==> src/rtl/prepaid_wallet_load_gate_top_defines.svh <==
// Assertion macros shared by the prepaid wallet load gate RTL.
`ifndef PREPAID_WALLET_LOAD_GATE_TOP_DEFINES_SVH
`define PREPAID_WALLET_LOAD_GATE_TOP_DEFINES_SVH

// Same-cycle implication, checked on every rising edge outside reset.
`define PWLG_ASSERT_NOW(lbl, ante, cons, msg) \
    lbl: assert property (@(posedge clk) disable iff (!rst_n) (ante) |-> (cons)) \
        else $error(msg);

// Next-cycle implication, checked on every rising edge outside reset.
`define PWLG_ASSERT_NEXT(lbl, ante, cons, msg) \
    lbl: assert property (@(posedge clk) disable iff (!rst_n) (ante) |=> (cons)) \
        else $error(msg);

`endif

==> src/rtl/pwlg_pkg.sv <==
// Types, constants and helper functions for the prepaid wallet load gate.
`timescale 1ns / 1ps
`default_nettype none

package pwlg_pkg;

    localparam int LOADS       = 4;
    localparam int FIELD_LOADS = 4;
    localparam int LANES       = (LOADS < FIELD_LOADS) ? LOADS : FIELD_LOADS;

    localparam int BAL_W   = 40;
    localparam int POW_W   = 16;
    localparam int RATE_W  = 32;
    localparam int BAND_W  = 20;
    localparam int FRAC_W  = 16;
    localparam int PROD_W  = POW_W + RATE_W;
    localparam int SUM_W   = PROD_W + 3;
    localparam int COST_W  = SUM_W - FRAC_W;
    localparam int WIDE_W  = BAL_W + 2;
    localparam int CFG_IDX_W  = 1;
    localparam int CFG_DATA_W = RATE_W;

    localparam logic [BAND_W-1:0] ZERO_BAND_RESET = BAND_W'(125);

    localparam logic signed [WIDE_W-1:0] WIDE_BAL_MAX =
        {{(WIDE_W - BAL_W + 1){1'b0}}, {(BAL_W - 1){1'b1}}};
    localparam logic signed [WIDE_W-1:0] WIDE_BAL_MIN =
        {{(WIDE_W - BAL_W + 1){1'b1}}, {(BAL_W - 1){1'b0}}};

    typedef enum logic [1:0] {
        KIND_TIMESTEP      = 2'd0,
        KIND_DAY_START     = 2'd1,
        KIND_SET_THRESHOLD = 2'd2
    } kind_t;

    typedef enum logic [CFG_IDX_W-1:0] {
        REG_RATE      = 1'd0,
        REG_ZERO_BAND = 1'd1
    } cfg_reg_t;

    typedef struct packed {
        logic [1:0]              kind;
        logic [1:0]              load_index;
        logic signed [BAL_W-1:0] threshold_value;
        logic signed [BAL_W-1:0] real_delta;
        logic signed [BAL_W-1:0] virtual_delta;
        logic [FIELD_LOADS-1:0]  demand_mask;
        logic [POW_W-1:0]        power_0;
        logic [POW_W-1:0]        power_1;
        logic [POW_W-1:0]        power_2;
        logic [POW_W-1:0]        power_3;
    } in_word_t;

    typedef struct packed {
        logic [FIELD_LOADS-1:0]  actuation_mask;
        logic signed [BAL_W-1:0] real_balance;
        logic signed [BAL_W-1:0] virtual_balance;
        logic                    shed_all;
    } out_word_t;

    // Balance update produced by the merge stage for one word.
    typedef struct packed {
        logic [FIELD_LOADS-1:0]  mask;
        logic signed [BAL_W-1:0] real_bal;
        logic signed [BAL_W-1:0] virt_bal;
        logic                    shed;
    } wallet_upd_t;

    function automatic logic signed [BAL_W-1:0] sat_bal(input logic signed [WIDE_W-1:0] v);
        logic signed [BAL_W-1:0] r;
        if (v > WIDE_BAL_MAX) begin
            r = WIDE_BAL_MAX[BAL_W-1:0];
        end else if (v < WIDE_BAL_MIN) begin
            r = WIDE_BAL_MIN[BAL_W-1:0];
        end else begin
            r = v[BAL_W-1:0];
        end
        return r;
    endfunction

    // Small negative balances inside the band are snapped to zero.
    function automatic logic signed [BAL_W-1:0] band_clear(
        input logic signed [BAL_W-1:0] v,
        input logic [BAND_W-1:0]       band
    );
        logic [BAL_W:0]          mag;
        logic signed [BAL_W-1:0] r;
        mag = (BAL_W + 1)'(-{v[BAL_W-1], v});
        r   = v;
        if (v[BAL_W-1] && (mag < {{(BAL_W + 1 - BAND_W){1'b0}}, band})) begin
            r = '0;
        end
        return r;
    endfunction

endpackage

`default_nettype wire

==> src/rtl/pwlg_merge.sv <==
// Merge stage: sums lane costs and computes the new wallet balances.
`timescale 1ns / 1ps
`default_nettype none

module pwlg_merge (
    input  wire logic [1:0]                        kind,
    input  wire logic signed [pwlg_pkg::BAL_W-1:0] real_delta,
    input  wire logic signed [pwlg_pkg::BAL_W-1:0] virtual_delta,
    input  wire logic [pwlg_pkg::LANES-1:0]        lane_on,
    input  wire logic [pwlg_pkg::PROD_W-1:0]       lane_prod [pwlg_pkg::LANES],
    input  wire logic signed [pwlg_pkg::BAL_W-1:0] real_bal,
    input  wire logic signed [pwlg_pkg::BAL_W-1:0] virt_bal,
    input  wire logic [pwlg_pkg::BAND_W-1:0]       zero_band,
    output pwlg_pkg::wallet_upd_t                  upd
);
    import pwlg_pkg::*;

    logic [SUM_W-1:0]         sum;
    logic [COST_W-1:0]        cost;
    logic signed [WIDE_W-1:0] real_diff;
    logic signed [WIDE_W-1:0] virt_diff;
    logic signed [BAL_W-1:0]  real_new;
    logic signed [BAL_W-1:0]  virt_new;

    always_comb
    begin
        sum = '0;
        for (int k = 0; k < LANES; k++)
        begin
            sum = sum + SUM_W'(lane_prod[k]);
        end
    end

    assign cost      = sum[SUM_W-1:FRAC_W];
    assign real_diff = WIDE_W'(real_bal) - $signed({{(WIDE_W - COST_W){1'b0}}, cost});
    assign virt_diff = WIDE_W'(virt_bal) - $signed({{(WIDE_W - COST_W){1'b0}}, cost});
    assign real_new  = band_clear(sat_bal(real_diff), zero_band);
    assign virt_new  = band_clear(sat_bal(virt_diff), zero_band);

    always_comb
    begin
        upd.mask     = '0;
        upd.real_bal = real_bal;
        upd.virt_bal = virt_bal;
        upd.shed     = 1'b0;
        case (kind)
            KIND_TIMESTEP:
            begin
                if (real_new[BAL_W-1])
                begin
                    upd.shed = 1'b1;
                end
                else
                begin
                    upd.mask     = FIELD_LOADS'(lane_on);
                    upd.real_bal = real_new;
                    upd.virt_bal = virt_new;
                end
            end
            KIND_DAY_START:
            begin
                upd.real_bal = sat_bal(WIDE_W'(real_bal) + WIDE_W'(real_delta));
                upd.virt_bal = sat_bal(WIDE_W'(virt_bal) + WIDE_W'(virtual_delta));
            end
            default:
            begin
                upd.mask = '0;
            end
        endcase
    end

endmodule

`default_nettype wire

==> config.mk <==
export PLATFORM = sky130hd
export DESIGN_NAME = pwlg_merge
export DESIGN_NICKNAME = d
export VERILOG_FILES = /design/src/rtl/prepaid_wallet_load_gate_top_defines.svh /design/src/rtl/pwlg_pkg.sv /design/src/rtl/pwlg_merge.sv
export SDC_FILE = /design/constraint.sdc
export NUM_CORES = 1
export LEC_CHECK = 0
export BUFFER_PORTS_ARGS = -buffer_cell sky130_fd_sc_hd__buf_2
export CORE_MARGIN = 4
export CORE_UTILIZATION = 28
export DETAILED_ROUTE_END_ITERATION = 16
export PLACE_DENSITY = 0.47
export REMOVE_ABC_BUFFERS = 1
export SETUP_SLACK_MARGIN = 0.15
export SLEW_MARGIN = 20
export SYNTH_ARGS = -nofsm -noshare
export SYNTH_HDL_FRONTEND = slang
export SYNTH_SLANG_ARGS = --single-unit
==> constraint.sdc <==
create_clock -name vclk -period 33.5
set_clock_uncertainty 0.15 [all_clocks]
set_input_delay 1.675 -clock vclk [all_inputs]
set_output_delay 1.675 -clock vclk [all_outputs]
set_load 0.01 [all_outputs]
==> flow_summary.ini <==
[run_status]
status = finished, final reports clean

[yosys]
synth_area_leaders = ha_1 (11%), fa_1 (8.9%), inv_1 (5.9%), a21oi_1 (5.1%), xnor2_1 (4.8%)
syn_area_um2 = 22200
synthTopCellsByCount = inv_1 (347), nor2_1 (254), nand2_1 (241)
ys_seq_area_frac = 0
postSynthAreaPerCell_um2 = 6.95
synth_cell_types = 124
yosys.area.top_type = ha_1
ys_warn_count = 0
yosysMostFrequentCell = inv_1
synth.top_cell.area_share = 0.106
netlist_instances = 3195

[critical_path]
critPathArrivalTime_ps = 15950
critical_path_class = primary input to primary output
end_kind = primary output
crit_fanout = 46
cpMaxStageDelayCell = ha_1
cp-start-kind = primary input
cp.required_ps = 31670
slowest_delay_ps = 650

[floorplan]
rows = 103
coreArea_um2 = 78900
die_w_um = 290
io_pins = 463
dieHeight_um = 290
start_util = 0.282
dieArea_um2 = 83900

[sta]
max-slew-margin-rel = 0.176
max_freq_mhz = 56.3
setup_tns_ps = 0
rsz0062_at_grt = no
maxSlewViolCount = 0
layout_min_cycle_time_ps = 17770
fin_crit_sh = 0.530
hold_viol_final = 0
final-setup-viol-count = 0
tightest_slew_ps = 1230

[routing]
dr.pass1.iters = 6
drt-vias-per-instance = 5.70
drt_iter0_markers = 2389
wl_met2_mm = 49.9
drt_wl_total_mm = 110
ant_nets = 0
met1Wirelength_mm = 48.1
drc = 0
top_layer = met4
dr_wl_met3_mm = 8.01
vias = 26400
wire_per_inst_um = 23.8

[cells_and_area]
seq_cells = 0
multi_input_area_um2 = 20400
postLayoutCoreUtil = 0.324
ff_latch_area_um2 = 0
nets = 4241
areaGrowthSynthToFinish_pct = 15.1
drive_above_1_share = 0.170
nFillCells = 8843
nClkBuffers = 0
final_cells = 4631

[cts]
post-cts-setup-buffers = 0
cts_hold_buf = 0
ctsResizeCount = 0

[pwr]
peakVddDrop_uv = 42.5
cellLeakagePower_nw = 11.9
power_mw = 2.75
p_per_area_nw_per_um2 = 108

[grt]
grt_max_degree = 47
grt_usage = 0.247
grt_pass1_wl_mm = 158
antenna_found_initial = 8
grt.overflow.total = 0
first_global_vias = 24900

[placed_design]
place_congestion = 0.977
hpwl_mm = 95.1
dp.cells = 4623
portBuffers = 463

[worst_hold_path]
hold_path.class = primary input to primary output

[job]
cap_violations = 0
path summary, 6_finish.rpt:
| path | from | to | slack [ps] | cells past startpoint |
|---|---|---|---|---|
| setup / recovery | lane_prod[18] | upd[54] | 15730 | 56 |
| hold / removal | lane_on[0] | upd[81] | 3510 | 3 |
per-stage QoR:
stage	cell area (um^2)	worst slack (ps)	hold slack, ps
global placement	25500	16140	3510
floorplan	21700	18530	3330
CTS	25500	15930	3510
detailed placement	25500	15970	3510
global route	25600	14640	3520
finish	25600	15730	3510
layout make-up:
type,instances,share of cell area
well taps,1050,0.0514
repair buffers,493,0.0994
multi-input cells,2730,0.797
diodes,8,0.000783
inverters,350,0.0514
report_power, final:
| group | internal, mW | leakage [nW] | switching [mW] | total (mW) |
|---|---|---|---|---|
| Clock | 0.0000000284 | 0.0000477 | 0 | 0.0000000285 |
| Sequential | 0 | 0 | 0 | 0 |
| Combinational | 0.952 | 11.9 | 1.80 | 2.75 |
cell usage in the layout (no fill, tap or decap), types with 97 or more instances in the layout:
cell,netlist,final
nand2_1,241,241
nor2_1,254,254
o21ai_0,177,177
a21oi_1,225,225
buf_2,32,463
xnor2_1,123,122
fa_1,99,99
nor3_1,97,97
inv_1,347,347
ha_1,189,189
cell families after synthesis:
logic type	Yosys count	synth area share
buf+inv	465	0.0836
xor+xnor	217	0.0980
simple gates	1073	0.246
fa+ha+maj	321	0.211
mux	26	0.0119
compound gates	1093	0.349
worst max-delay path, delay by kind of cell:
kind / cells / cell delay, ps
compound gates: 26 / 6580
simple gates: 16 / 3090
fa+ha+maj: 6 / 2550
buf+inv: 7 / 1250
xor+xnor: 1 / 650
layer usage:
layer  up-vias  track usage
met1     12500        0.340
met3       151       0.0231
met5         -            0
met4         0       0.0711
li1      12600            -
met2      1141        0.411
Power figures use the tool's default switching activity.
