$ cat src/rtl/prepaid_wallet_load_gate_top_defines.svh
// Assertion macros shared by the prepaid wallet load gate RTL.
`ifndef PREPAID_WALLET_LOAD_GATE_TOP_DEFINES_SVH
`define PREPAID_WALLET_LOAD_GATE_TOP_DEFINES_SVH

// Same-cycle implication, checked on every rising edge outside reset.
`define PWLG_ASSERT_NOW(lbl, ante, cons, msg) \
    lbl: assert property (@(posedge clk) disable iff (!rst_n) (ante) |-> (cons)) \
        else $error(msg);

// Next-cycle implication, checked on every rising edge outside reset.
`define PWLG_ASSERT_NEXT(lbl, ante, cons, msg) \
    lbl: assert property (@(posedge clk) disable iff (!rst_n) (ante) |=> (cons)) \
        else $error(msg);

`endif

$ cat src/rtl/pwlg_pkg.sv
// Types, constants and helper functions for the prepaid wallet load gate.
`timescale 1ns / 1ps
`default_nettype none

package pwlg_pkg;

    localparam int LOADS       = 4;
    localparam int FIELD_LOADS = 4;
    localparam int LANES       = (LOADS < FIELD_LOADS) ? LOADS : FIELD_LOADS;

    localparam int BAL_W   = 40;
    localparam int POW_W   = 16;
    localparam int RATE_W  = 32;
    localparam int BAND_W  = 20;
    localparam int FRAC_W  = 16;
    localparam int PROD_W  = POW_W + RATE_W;
    localparam int SUM_W   = PROD_W + 3;
    localparam int COST_W  = SUM_W - FRAC_W;
    localparam int WIDE_W  = BAL_W + 2;
    localparam int CFG_IDX_W  = 1;
    localparam int CFG_DATA_W = RATE_W;

    localparam logic [BAND_W-1:0] ZERO_BAND_RESET = BAND_W'(125);

    localparam logic signed [WIDE_W-1:0] WIDE_BAL_MAX =
        {{(WIDE_W - BAL_W + 1){1'b0}}, {(BAL_W - 1){1'b1}}};
    localparam logic signed [WIDE_W-1:0] WIDE_BAL_MIN =
        {{(WIDE_W - BAL_W + 1){1'b1}}, {(BAL_W - 1){1'b0}}};

    typedef enum logic [1:0] {
        KIND_TIMESTEP      = 2'd0,
        KIND_DAY_START     = 2'd1,
        KIND_SET_THRESHOLD = 2'd2
    } kind_t;

    typedef enum logic [CFG_IDX_W-1:0] {
        REG_RATE      = 1'd0,
        REG_ZERO_BAND = 1'd1
    } cfg_reg_t;

    typedef struct packed {
        logic [1:0]              kind;
        logic [1:0]              load_index;
        logic signed [BAL_W-1:0] threshold_value;
        logic signed [BAL_W-1:0] real_delta;
        logic signed [BAL_W-1:0] virtual_delta;
        logic [FIELD_LOADS-1:0]  demand_mask;
        logic [POW_W-1:0]        power_0;
        logic [POW_W-1:0]        power_1;
        logic [POW_W-1:0]        power_2;
        logic [POW_W-1:0]        power_3;
    } in_word_t;

    typedef struct packed {
        logic [FIELD_LOADS-1:0]  actuation_mask;
        logic signed [BAL_W-1:0] real_balance;
        logic signed [BAL_W-1:0] virtual_balance;
        logic                    shed_all;
    } out_word_t;

    // Balance update produced by the merge stage for one word.
    typedef struct packed {
        logic [FIELD_LOADS-1:0]  mask;
        logic signed [BAL_W-1:0] real_bal;
        logic signed [BAL_W-1:0] virt_bal;
        logic                    shed;
    } wallet_upd_t;

    function automatic logic signed [BAL_W-1:0] sat_bal(input logic signed [WIDE_W-1:0] v);
        logic signed [BAL_W-1:0] r;
        if (v > WIDE_BAL_MAX) begin
            r = WIDE_BAL_MAX[BAL_W-1:0];
        end else if (v < WIDE_BAL_MIN) begin
            r = WIDE_BAL_MIN[BAL_W-1:0];
        end else begin
            r = v[BAL_W-1:0];
        end
        return r;
    endfunction

    // Small negative balances inside the band are snapped to zero.
    function automatic logic signed [BAL_W-1:0] band_clear(
        input logic signed [BAL_W-1:0] v,
        input logic [BAND_W-1:0]       band
    );
        logic [BAL_W:0]          mag;
        logic signed [BAL_W-1:0] r;
        mag = (BAL_W + 1)'(-{v[BAL_W-1], v});
        r   = v;
        if (v[BAL_W-1] && (mag < {{(BAL_W + 1 - BAND_W){1'b0}}, band})) begin
            r = '0;
        end
        return r;
    endfunction

endpackage

`default_nettype wire

$ cat src/rtl/pwlg_lane.sv
// One load lane: registered power-times-rate product and the run decision.
`timescale 1ns / 1ps
`default_nettype none

module pwlg_lane (
    input  wire logic                             clk,
    input  wire logic                             load,
    input  wire logic [pwlg_pkg::POW_W-1:0]       power,
    input  wire logic [pwlg_pkg::RATE_W-1:0]      rate,
    input  wire logic                             demand,
    input  wire logic signed [pwlg_pkg::BAL_W-1:0] threshold,
    input  wire logic signed [pwlg_pkg::BAL_W-1:0] virt_bal,
    input  wire logic                             real_pos,
    output logic                                  on,
    output logic [pwlg_pkg::PROD_W-1:0]           gated_prod
);
    import pwlg_pkg::*;

    logic [PROD_W-1:0] prod_reg;
    logic [PROD_W-1:0] prod_next;

    // The product does not depend on the balances, so it is formed as the word
    // is accepted and registered along with it into the first stage.
    assign prod_next = PROD_W'(power) * PROD_W'(rate);

    always_ff @(posedge clk)
    begin
        if (load)
        begin
            prod_reg <= prod_next;
        end
    end

    assign on         = demand && (virt_bal >= threshold) && real_pos;
    assign gated_prod = on ? prod_reg : '0;

endmodule

`default_nettype wire

$ cat config.mk
export PLATFORM = sky130hd
export DESIGN_NAME = pwlg_lane
export DESIGN_NICKNAME = d
export VERILOG_FILES = /design/src/rtl/prepaid_wallet_load_gate_top_defines.svh /design/src/rtl/pwlg_pkg.sv /design/src/rtl/pwlg_lane.sv
export SDC_FILE = /design/constraint.sdc
export NUM_CORES = 1
export LEC_CHECK = 0
export ABC_AREA = 1
export BUFFER_PORTS_ARGS = -buffer_cell sky130_fd_sc_hd__buf_4
export CORE_MARGIN = 4
export CORE_UTILIZATION = 25
export CTS_BUF_LIST = sky130_fd_sc_hd__clkbuf_2
export DETAILED_ROUTE_END_ITERATION = 8
export PLACE_DENSITY = 0.44
export SYNTH_ARGS = -nofsm -noshare
export SYNTH_HDL_FRONTEND = slang
export SYNTH_SLANG_ARGS = --single-unit
$ cat constraint.sdc
create_clock -name clk -period 6.4 [get_ports clk]
set_clock_uncertainty 0.05 [all_clocks]
set_input_delay 0 -clock clk [delete_from_list [all_inputs] [get_ports clk]]
set_output_delay 0 -clock clk [all_outputs]
set_load 0.005 [all_outputs]
==> results by group <==
Run status
  – Status: finished, final reports clean

Final layout
  – Layout cells sized above 1: under 10%
  – Register area: ~0.0014 mm^2
  – Largest register FFs: between 40 and 50
  – # fillers: just under 9000
  – Number of nets in the layout: 3486
  – Area of the multi-input gates: ~0.015 mm^2
  – Layout area overhead: 11.7%

Floorplan
  – Die width: 293 um
  – Site Rows: approximately 100
  – I/O pin cnt: between 150 and 200
  – Initial Utilization: about a quarter
  – Die height: around 290 um
  – Die ar.: around 0.086 mm^2
  – Core ar.: between 0.08 and 0.09 mm^2

Timing
  – Setup TNS: 0 ps
  – Final period util: around nine tenths
  – # setup viols final: 0
  – Maximum clock frequency: ~180 MHz
  – Final Hold Fails: 0
  – Max-slew violation count: 0
  – Actual slew at the worst max-slew pin: between 600 and 700 ps
  – Min Tclk post-route: approximately 5600 ps
  – Worst slew margin: between 50% and 60%
  – RSZ-0062 raised after global routing: no

Global routing
  – Antenna violations before repair: 0
  – Vias in the first global route: 18000
  – Largest net degree at the start of global routing: 50
  – GRT Total Usage: ~15%
  – First-pass GRT wire length: roughly 100 mm
  – Gr ovfl total: 0

Yosys
  – Synth unique cells: 34
  – YS warnings: 0
  – Seq/Total Area, Yosys: 7.12%
  – Syn Inst Count: approximately 2700
  – FFs w/ async S/R, synth: 0%
  – Net Count, Synth: between 3000 and 4000
  – #FFs+latches synth: 48
  – Number of enable flip-flop cells after synthesis: 48
  – Mean Syn Cell Area: between 7 and 8 um^2
  – Main synth FF type: edfxtp_1
  – Post-Syn Area: 0.0203 mm^2

Routing
  – Avg WL per Cell: between 15 and 20 um
  – Final WL: 63.3 mm
  – Vias: approximately 16000
  – Antenna viol nets, final: 0
  – Drt initial violations: 785
  – DR vias/cell: approximately 4.2
  – Pre-antenna DRT Iters: 5
  – Residual DRC: 0

Critical path
  – Worst path required time: between 6000 and 7000 ps
  – Most frequent CP cell: fa_1
  – Worst path depth: 19
  – Slowest CP cell: fa_1
  – CP Capture Type: flop
  – Crit path max fanout: 16
  – Worst path top cell family by delay: adder cells
  – CP Class: input port to flop
  – CP cell instances: dlygate4sd3_1, buf_4, nand2_1, fa_1, fa_1, inv_1, fa_1, fa_1, fa_1, inv_1, fa_1, inv_1, ha_1, a21oi_1, o21ai_0, a21oi_1, o21ai_0, a21oi_1, xnor2_1
  – CP Launch Type: input port
  – Critical Path Max Stage Delay: approximately 540 ps
  – Critical path arrival: ~5800 ps
  – CP bufs+invs: 5

Clock tree
  – Number of setup buffers added after CTS: 0
  – Clock transition at path regs: 250 ps
  – CTS tree: built
  – Htree depth: 2
  – CTS Buf Count: 5
  – Clock sink total: 48
  – Clock buffer depth: 2
  – Root Buffer: clkbuf_2

Placement
  – RD Place Congestion: about 0.87
  – Hpwl dp: 51.6 mm
  – Port Buffers: 180

Min path
  – Hold Crit Class: input port to flop
  – Hold path depth: 1

Flow run
  – Max cap viols: 0
-- layout by cell type, fill, tap and decap left out, drive strengths merged --
cell type,Yosys,final
and3,1,1
o21bai,16,16
and2,1,1
xor2,27,27
nand3b,2,2
ha,160,160
a31oi,5,5
dlygate4sd3,0,1
nand2,708,708
o21a,4,4
a21boi,2,2
nor3,8,8
a21o,8,8
or2,1,1
bufinv,0,2
o211ai,1,1
a21oi,80,80
nand4,10,10
buf,5,188
nand3,35,35
diode,0,1
inv,832,832
fa,418,418
xnor2,12,12
edfxtp,48,48
nor2,164,164
o21ai,35,35
nor4,2,2
clkbuf,112,5
-- final timing paths --
check | startpoint | to | slack, ps
worst max-delay path | rate[0] | prod_reg[28] | 760
worst min-delay path | load | prod_reg[10] | 50
-- per-layer routing --
| metal | share of wire [%] | up-vias | track usage [%] | wire length [um] |
|---|---|---|---|---|
| li1 | - | 7759 | - | - |
| met1 | 42 | 8154 | 18.9 | 26700 |
| met2 | 53 | 329 | 29.1 | 33600 |
| met3 | 3.7 | 42 | 0.993 | 2320 |
| met4 | 1.2 | 0 | 1.86 | 735 |
| met5 | 0 | - | 0 | 0 |
-- cells in the mapped netlist, types with 4 or more instances --
cell / instances / area (um^2)
edfxtp_1: 48 / 1440
fa_1: 418 / 8370
ha_1: 160 / 2000
nand3_1: 34 / 170
o21ai_0: 32 / 160
nor2_4: 9 / 101
o21a_1: 4 / 30.0
o21bai_1: 16 / 120
a21o_1: 8 / 60.1
a21oi_1: 80 / 400
xor2_1: 27 / 236
inv_1: 831 / 3120
nor2_1: 154 / 578
clkbuf_1: 112 / 420
nand4_1: 10 / 62.6
xnor2_1: 12 / 105
nor3_1: 8 / 40.0
nand2_1: 707 / 2650
a31oi_1: 5 / 31.3
-- final cells by class --
cell class | instances | area share [%]
flip-flops and latches | 48 | 6.37
repair buffers | 189 | 6.28
well taps | 1060 | 5.86
multi-input cells | 1700 | 67.3
clock inverters | 2 | 0.265
clock buffers | 5 | 0.111
inverters | 832 | 13.8
diodes | 1 | 0.0111
-- metrics by stage --
stage | instance area (um^2) | instances | hold slack, ps | util (%) | worst slack, ps
finish | 22600 | 3837 | 48.5 | 28.1 | 761
global route | 22600 | 3836 | 10.6 | 28.1 | 695
CTS | 22600 | 3836 | 11.8 | 28.1 | 817
detailed placement | 22500 | 3828 | 416 | 28.0 | 448
global placement | 22500 | 3828 | 417 | 28.0 | 384
floorplan | 20300 | 2697 | 62.5 | - | 1120
-- kinds of logic (layout without fill, tap and decap cells) --
kind of cell	after synthesis	after routing	share of synthesized area (%)
AOI/OAI and AO/OA	151	151	4.14
xor gates and xnor gates	39	39	1.69
adders and majority gates	578	578	51.2
buffers and inverters	949	1028	17.7
DFF	48	48	7.12
other	0	1	0
and+or+nand+nor	932	932	18.1
-- what timing repair did --
item | in CTS | in global routing
endpoints found under the hold margin | 1 | 0
gates resized for setup | 0 | 0
hold buffers | 1 | 0
setup endpoints to repair | 0 | 0
Power is left out: the tool's default activity adds up to more than one toggle a clock period on the data nets, which glitch-free logic cannot reach.
